## config.mk

```make
export PLATFORM = sky130hd
export DESIGN_NAME = sorted_key_range_index_query
export DESIGN_NICKNAME = d
export VERILOG_FILES = /design/src/skrq_pkg.sv /design/src/skrq_ram.sv /design/src/sorted_key_range_index_query.sv
export SDC_FILE = /design/constraint.sdc
export NUM_CORES = 2
export LEC_CHECK = 0
export ABC_AREA = 0
export BUFFER_PORTS_ARGS = -buffer_cell sky130_fd_sc_hd__buf_2
export CAP_MARGIN = 20
export CORE_UTILIZATION = 25
export CTS_CLUSTER_SIZE = 40
export DETAILED_ROUTE_END_ITERATION = 8
export PLACE_DENSITY = 0.41
export SETUP_SLACK_MARGIN = 0.05
export SLEW_MARGIN = 40
export SYNTH_ARGS = -nofsm -noshare
export SYNTH_HDL_FRONTEND = slang
export SYNTH_SLANG_ARGS = --single-unit
```

## constraint.sdc

```tcl
create_clock -name clk -period 6.9 [get_ports clk]
set_input_delay 0.345 -clock clk [delete_from_list [all_inputs] [get_ports clk]]
set_output_delay 0.345 -clock clk [all_outputs]
set_load 0.02 [all_outputs]
```

## src/skrq_pkg.sv

```systemverilog
// Shared types and status codes for the sorted key range query block.
`default_nettype none
package skrq_pkg;
  localparam int KEY_BITS   = 32;
  localparam int INDEX_BITS = 16;

  localparam logic [1:0] ST_INSERTED = 2'd0;
  localparam logic [1:0] ST_FULL     = 2'd1;
  localparam logic [1:0] ST_HIT      = 2'd2;
  localparam logic [1:0] ST_EMPTY    = 2'd3;

  localparam logic CMD_INSERT = 1'b0;
  localparam logic CMD_QUERY  = 1'b1;

  typedef struct packed {
    logic                       cmd;
    logic signed [KEY_BITS-1:0] key_value;
    logic signed [KEY_BITS-1:0] key_upper;
    logic [INDEX_BITS-1:0]      entry_index;
  } in_word_t;

  typedef struct packed {
    logic [1:0]            status;
    logic [INDEX_BITS-1:0] hit_index;
    logic                  last;
  } out_word_t;
endpackage
`default_nettype wire

```

## src/skrq_ram.sv

```systemverilog
// Single-port-write, registered-read memory used for the table and hit stores.
`default_nettype none
module skrq_ram #(
  parameter int DEPTH = 64,
  parameter int WIDTH = 16
) (
  input  wire logic                     clk,
  input  wire logic                     we,
  input  wire logic [$clog2(DEPTH)-1:0] waddr,
  input  wire logic [WIDTH-1:0]         wdata,
  input  wire logic [$clog2(DEPTH)-1:0] raddr,
  output logic [WIDTH-1:0]              rdata
);
  logic [WIDTH-1:0] mem [DEPTH];

  always_ff @(posedge clk) begin
    if (we) begin
      mem[waddr] <= wdata;
    end
    rdata <= mem[raddr];
  end
endmodule
`default_nettype wire

```

## src/sorted_key_range_index_query.sv

```systemverilog
// Top level: sorted (key, index) table with insert and inclusive range query.
//
//  channel | dir | handshake              | payload
//  in_     | in  | in_valid / in_ready    | skrq_pkg::in_word_t
//  out_    | out | out_valid / out_ready  | skrq_pkg::out_word_t
//
// Insert: walk down from the top entry, a read then a shift write per shifted
// entry, until the new pair is dropped into its slot.
// Full table: no walk; the FULL status goes straight to the response state.
// Query: a read and a compare per scanned entry, plus a read and a shift write
// per hit entry moved by the ordering walk, then a read per hit word output.
// Reset clears only the entry count and control; one item at a time, and the
// output register holds its word until out_ready.
`default_nettype none
module sorted_key_range_index_query #(
  parameter int TABLE_DEPTH = 64
) (
  input  wire logic                clk,
  input  wire logic                rst_n,
  input  wire logic                in_valid,
  output logic                     in_ready,
  input  wire skrq_pkg::in_word_t  in_data,
  output logic                     out_valid,
  input  wire logic                out_ready,
  output skrq_pkg::out_word_t      out_data
);
  localparam int KEY_BITS   = skrq_pkg::KEY_BITS;
  localparam int INDEX_BITS = skrq_pkg::INDEX_BITS;
  localparam int AW = $clog2(TABLE_DEPTH);
  localparam int CW = $clog2(TABLE_DEPTH + 1);

  localparam logic [3:0] S_IDLE   = 4'd0;
  localparam logic [3:0] S_IRD    = 4'd1;
  localparam logic [3:0] S_ICMP   = 4'd2;
  localparam logic [3:0] S_QRD    = 4'd3;
  localparam logic [3:0] S_QCMP   = 4'd4;
  localparam logic [3:0] S_HRD    = 4'd5;
  localparam logic [3:0] S_HCMP   = 4'd6;
  localparam logic [3:0] S_ORD    = 4'd7;
  localparam logic [3:0] S_OWAIT  = 4'd8;
  localparam logic [3:0] S_RESP   = 4'd9;

  logic [3:0]            state_r, state_nxt;
  logic [CW-1:0]         count_r, count_nxt;
  logic [CW-1:0]         pos_r, pos_nxt;     // walk position (slot being filled)
  logic [CW-1:0]         scan_r, scan_nxt;   // query scan index
  logic [CW-1:0]         hits_r, hits_nxt;
  logic [CW-1:0]         hpos_r, hpos_nxt;
  logic [KEY_BITS-1:0]   key_r, key_nxt;     // offset-binary insert key / low
  logic [KEY_BITS-1:0]   hi_r, hi_nxt;
  logic [INDEX_BITS-1:0] idx_r, idx_nxt;     // insert index / pending hit
  logic [1:0]            rstat_r, rstat_nxt; // status of the single-word reply
  logic                  ovalid_r, ovalid_nxt;
  skrq_pkg::out_word_t   odata_r, odata_nxt;

  // table memories
  logic                  t_we;
  logic [AW-1:0]         t_waddr, t_raddr;
  logic [KEY_BITS-1:0]   tk_wdata, tk_rdata;
  logic [INDEX_BITS-1:0] ti_wdata, ti_rdata;
  // hit memory
  logic                  h_we;
  logic [AW-1:0]         h_waddr, h_raddr;
  logic [INDEX_BITS-1:0] h_wdata, h_rdata;

  skrq_ram #(.DEPTH(TABLE_DEPTH), .WIDTH(KEY_BITS)) u_key (
    .clk, .we(t_we), .waddr(t_waddr), .wdata(tk_wdata), .raddr(t_raddr), .rdata(tk_rdata));
  skrq_ram #(.DEPTH(TABLE_DEPTH), .WIDTH(INDEX_BITS)) u_idx (
    .clk, .we(t_we), .waddr(t_waddr), .wdata(ti_wdata), .raddr(t_raddr), .rdata(ti_rdata));
  skrq_ram #(.DEPTH(TABLE_DEPTH), .WIDTH(INDEX_BITS)) u_hit (
    .clk, .we(h_we), .waddr(h_waddr), .wdata(h_wdata), .raddr(h_raddr), .rdata(h_rdata));

  logic [KEY_BITS-1:0] sign_bit;
  assign sign_bit = {1'b1, {(KEY_BITS-1){1'b0}}};

  assign in_ready  = (state_r == S_IDLE);
  assign out_valid = ovalid_r;
  assign out_data  = odata_r;

  logic out_free;
  assign out_free = !ovalid_r || out_ready;

  always_comb begin
    state_nxt  = state_r;
    count_nxt  = count_r;
    pos_nxt    = pos_r;
    scan_nxt   = scan_r;
    hits_nxt   = hits_r;
    hpos_nxt   = hpos_r;
    key_nxt    = key_r;
    hi_nxt     = hi_r;
    idx_nxt    = idx_r;
    rstat_nxt  = rstat_r;
    ovalid_nxt = ovalid_r && !out_ready;
    odata_nxt  = odata_r;
    t_we       = 1'b0;
    t_waddr    = pos_r[AW-1:0];
    tk_wdata   = key_r;
    ti_wdata   = idx_r;
    t_raddr    = scan_r[AW-1:0];
    h_we       = 1'b0;
    h_waddr    = hpos_r[AW-1:0];
    h_wdata    = idx_r;
    h_raddr    = hpos_r[AW-1:0];
    unique case (state_r)
      S_IDLE: begin
        if (in_valid) begin
          key_nxt = in_data.key_value[KEY_BITS-1:0] ^ sign_bit;
          hi_nxt  = in_data.key_upper[KEY_BITS-1:0] ^ sign_bit;
          idx_nxt = in_data.entry_index[INDEX_BITS-1:0];
          pos_nxt = count_r;
          scan_nxt = '0;
          hits_nxt = '0;
          if (in_data.cmd == skrq_pkg::CMD_INSERT) begin
            if (count_r == CW'(TABLE_DEPTH)) begin
              rstat_nxt = skrq_pkg::ST_FULL;
              state_nxt = S_RESP;
            end else begin
              state_nxt = S_IRD;
            end
          end else begin
            state_nxt = S_QRD;
          end
        end
      end
      S_IRD: begin
        if (pos_r == '0) begin
          t_we = 1'b1;
          count_nxt = count_r + 1'b1;
          rstat_nxt = skrq_pkg::ST_INSERTED;
          state_nxt = S_RESP;
        end else begin
          t_raddr = AW'(pos_r - 1'b1);
          state_nxt = S_ICMP;
        end
      end
      S_ICMP: begin
        // shift the larger entry up one slot, or drop the new pair in here
        t_we = 1'b1;
        if (tk_rdata > key_r) begin
          tk_wdata = tk_rdata;
          ti_wdata = ti_rdata;
          pos_nxt = pos_r - 1'b1;
          state_nxt = S_IRD;
        end else begin
          count_nxt = count_r + 1'b1;
          rstat_nxt = skrq_pkg::ST_INSERTED;
          state_nxt = S_RESP;
        end
      end
      S_QRD: begin
        if (scan_r == count_r) begin
          if (hits_r == '0) begin
            rstat_nxt = skrq_pkg::ST_EMPTY;
            state_nxt = S_RESP;
          end else begin
            hpos_nxt = '0;
            state_nxt = S_ORD;
          end
        end else begin
          state_nxt = S_QCMP;
        end
      end
      S_QCMP: begin
        scan_nxt = scan_r + 1'b1;
        if (tk_rdata >= key_r && tk_rdata <= hi_r) begin
          idx_nxt = ti_rdata;
          hpos_nxt = hits_r;
          hits_nxt = hits_r + 1'b1;
          state_nxt = S_HRD;
        end else begin
          state_nxt = S_QRD;
        end
      end
      S_HRD: begin
        if (hpos_r == '0) begin
          h_we = 1'b1;
          state_nxt = S_QRD;
        end else begin
          h_raddr = AW'(hpos_r - 1'b1);
          state_nxt = S_HCMP;
        end
      end
      S_HCMP: begin
        h_we = 1'b1;
        if (h_rdata > idx_r) begin
          h_wdata = h_rdata;
          hpos_nxt = hpos_r - 1'b1;
          state_nxt = S_HRD;
        end else begin
          state_nxt = S_QRD;
        end
      end
      S_ORD: begin
        // read issued for hpos_r; data valid next cycle
        state_nxt = S_OWAIT;
      end
      S_OWAIT: begin
        if (out_free) begin
          ovalid_nxt = 1'b1;
          odata_nxt = '{status: skrq_pkg::ST_HIT, hit_index: h_rdata,
                        last: (hpos_r + 1'b1 == hits_r)};
          if (hpos_r + 1'b1 == hits_r) begin
            state_nxt = S_IDLE;
          end else begin
            hpos_nxt = hpos_r + 1'b1;
            state_nxt = S_ORD;
          end
        end
      end
      S_RESP: begin
        if (out_free) begin
          ovalid_nxt = 1'b1;
          odata_nxt = '{status: rstat_r, hit_index: '0, last: 1'b1};
          state_nxt = S_IDLE;
        end
      end
      default: state_nxt = S_IDLE;
    endcase
  end

  always_ff @(posedge clk) begin
    if (!rst_n) begin
      state_r  <= S_IDLE;
      count_r  <= '0;
      hits_r   <= '0;
      ovalid_r <= 1'b0;
    end else begin
      state_r  <= state_nxt;
      count_r  <= count_nxt;
      hits_r   <= hits_nxt;
      ovalid_r <= ovalid_nxt;
    end
    pos_r   <= pos_nxt;
    scan_r  <= scan_nxt;
    hpos_r  <= hpos_nxt;
    key_r   <= key_nxt;
    hi_r    <= hi_nxt;
    idx_r   <= idx_nxt;
    rstat_r <= rstat_nxt;
    odata_r <= odata_nxt;
  end

`ifndef SYNTHESIS
  a_count_max: assert property (@(posedge clk) disable iff (!rst_n)
    count_r <= CW'(TABLE_DEPTH)) else $error("entry count overflow");
  a_count_step: assert property (@(posedge clk) disable iff (!rst_n)
    count_r != $past(count_r) |-> count_r == $past(count_r) + 1'b1)
    else $error("entry count moved by other than one");
  a_hits_bound: assert property (@(posedge clk) disable iff (!rst_n)
    hits_r <= count_r) else $error("more hits than entries");
  a_busy: assert property (@(posedge clk) disable iff (!rst_n)
    in_valid && in_ready |=> !in_ready) else $error("accepted two words back to back");
`endif
endmodule
`default_nettype wire

```

==> impl_metrics.tcl <==
set metrics [dict create \
    crit_fanout 41 \
    drive_above_1_share 0.238 \
    yosys.cell_types.count 72 \
    grt_pass1_vias 88000 \
    route.vias.total 86900 \
    grt_max_degree 101 \
    clk_pin_slew_ps 60 \
    port_buffers 105 \
    synth_warnings 0 \
    status "complete, no violations" \
    start_kind "flop" \
    grt_setup_unrepaired "false" \
    track_usage 0.164 \
    cts_resized 0 \
    ir_drop_mv 0.514 \
    ant_nets 0 \
    yosysTopAreaCellShare 0.766 \
    route.met3.wl_um 32700 \
    cts_made_buffers 453 \
    grt_first_pass_wirelength_um 764000 \
    drc 0 \
    slew_headroom 0.353 \
    wirelength_um 565000 \
    power.density_nw_per_um2 403 \
    r2r-start "pos_r[0]" \
    finalInstanceArea_um2 197000 \
    max_freq_mhz 173 \
    ctsHtreeMaxLevel 5 \
    via_per_inst 4.82 \
    finalHoldViolCount 0 \
    ios 106 \
    drt_first_pass_iters 5 \
    final_max_slew_viol_count 0 \
    synth-async-reset-ratio 0 \
    synth_most_common_cell "edfxtp_1" \
    total_power_mw 79.4 \
    dr.max_layer_used "met5" \
    met2_length_um 271000 \
    setup_viol 0 \
    grt.overflow.total 0 \
    chipWidth_um 815 \
    syn_inst 8208 \
    crit_required_ps 7580 \
    p_leak_nw 61.5 \
    ys_top_cells_by_area "edfxtp_1 (77%), mux4_2 (10%), mux2i_1 (1.7%), nand2_1 (1.5%), a22oi_1 (1.3%)" \
    synthTopCellsByCount "edfxtp_1 (4,218), mux4_2 (768), nand2_1 (644)" \
    placed_area_um2 182000 \
    min_period_ps 5770 \
    holdCritPathClass "in -> reg" \
    die-height_um 815 \
    finalNetCount 9097 \
    rows 298 \
    postCtsHoldBufs 124 \
    cp-end-kind "flop" \
    dp_hpwl_um 327000 \
    wl_per_cell_um 31.4 \
    seq_area_frac_synth 0.776 \
    synth_edf_count 4218 \
    start_util 0.251 \
    syn_area_um2 165000 \
    gp_congestion 0.768 \
    arrival_ps 6450 \
    synth_ff_type "edfxtp_1" \
    period_share 0.836 \
    cts_sinks 4301 \
    clock_path_buffers 4 \
    worstMarginPinSlew_ps 960 \
    ys_ff_latch 4301 \
    core_area_um2 658000 \
    die_area_um2 664000 \
    cts_root_buf "clkbuf_16" \
    avgSynthCellArea_um2 20.1 \
    hold_start "in_data[61]" \
    yosysTopAreaCell "edfxtp_1" \
    fin_tns_setup_ps 0 \
    fin_skew_ps 127 \
    cts_tree "built" \
    syn_to_final_growth_pct 19.3 \
    cap_viol_max_count 0 \
    synth_nets 8381 \
    antenna_found_initial 30 \
    critPathLaunch "pos_r[0]" \
    wl_met1_um 248000 \
    cts_setup_buffers 0 \
    drt_iter0_drc 8856 \
    insertion_delay_ps 1070 \
    crit_type "reg -> reg" \
]
[kinds of logic after synthesis]
family	after synthesis	share of synthesized area
XOR/XNOR	34	0.00180
multiplexers	1064	0.123
flip-flops	4301	0.776
AO/OA/AOI/OAI	944	0.0431
AND/OR/NAND/NOR	1219	0.0345
buffers and inverters	558	0.0148
adder cells (fa/ha/maj)	88	0.00666
[metal layers]
layer	GRT usage	vias up
li1	-	35500
met5	0	-
met1	0.228	47900
met2	0.272	2805
met3	0.0253	641
met4	0.0362	2
[sequential cells by signal, summed over array words and instances (netlist names)]
name	flops
count_r	7
hi_r	32
hits_r	7
hpos_r	7
idx_r	16
key_r	32
out_data	19
out_valid	1
pos_r	7
rstat_r	2
scan_r	7
state_r	4
u_hit.mem	1024
u_hit.rdata	16
u_idx.mem	1024
u_idx.rdata	16
u_key.mem	2048
u_key.rdata	32
[area by class of cell]
cell class,instances,area [um^2]
Timing Repair Buffer,720,7330
Multi-Input combinational cell,3349,36100
Fill cell,64100,461000
Inverter,99,377
Antenna cell,9,22.5
Tap cell,8700,10900
Sequential cell,4301,128000
Clock inverter,281,2260
Clock buffer,564,11900
[power breakdown]
part / leakage [nW] / total (mW) / internal (mW) / switching, mW
Clock: 6.95 / 23.7 / 13.2 / 10.5
Sequential: 38.7 / 32.6 / 32.0 / 0.576
Combinational: 15.9 / 23.1 / 8.82 / 14.3
Total: 61.5 / 79.4 / 54.1 / 25.4
[cells in the final DEF, fill, tap and decap left out, types with 97 or more instances in the layout]
cell | netlist | final
clkbuf_16 | 0 | 458
dlygate4sd3_1 | 0 | 124
clkbuf_1 | 219 | 98
buf_2 | 160 | 105
nand2_1 | 644 | 641
mux2i_1 | 278 | 274
a32oi_1 | 192 | 192
buf_4 | 30 | 327
inv_1 | 99 | 97
a22oi_1 | 295 | 294
mux4_2 | 768 | 768
clkinv_1 | 0 | 121
edfxtp_1 | 4218 | 4218
[through the flow]
| stage | instances | util | hold WS, ps | setup WS, ps |
|---|---|---|---|---|
| detailed placement | 17000 | 0.276 | 525 | 956 |
| global route | 18000 | 0.300 | 36.2 | 912 |
| finish | 18000 | 0.300 | 73.9 | 1130 |
| CTS | 18000 | 0.299 | 3.57 | 1050 |
| floorplan | 8208 | - | 444 | 1530 |
| global placement | 17000 | 0.273 | 528 | 916 |
[critical path, cell delays in order (launching register included)]
cell,delay (ps)
edfxtp_1,570
inv_1,230
ha_1,310
nor3b_1,530
a21oi_4,270
o21ai_4,520
buf_4,350
buf_12,330
mux4_2,540
a22o_1,250
a211oi_1,710
nand4_1,780
[worst paths after layout]
path	slack, ps	cells past startpoint	to
max	1130	11	u_key.rdata[6]
min reg2reg	550	2	idx_r[0]
max reg2reg	1130	11	u_key.rdata[6]
min	70	2	key_r[13]
Note: power is estimated with default switching activity, not from simulation.
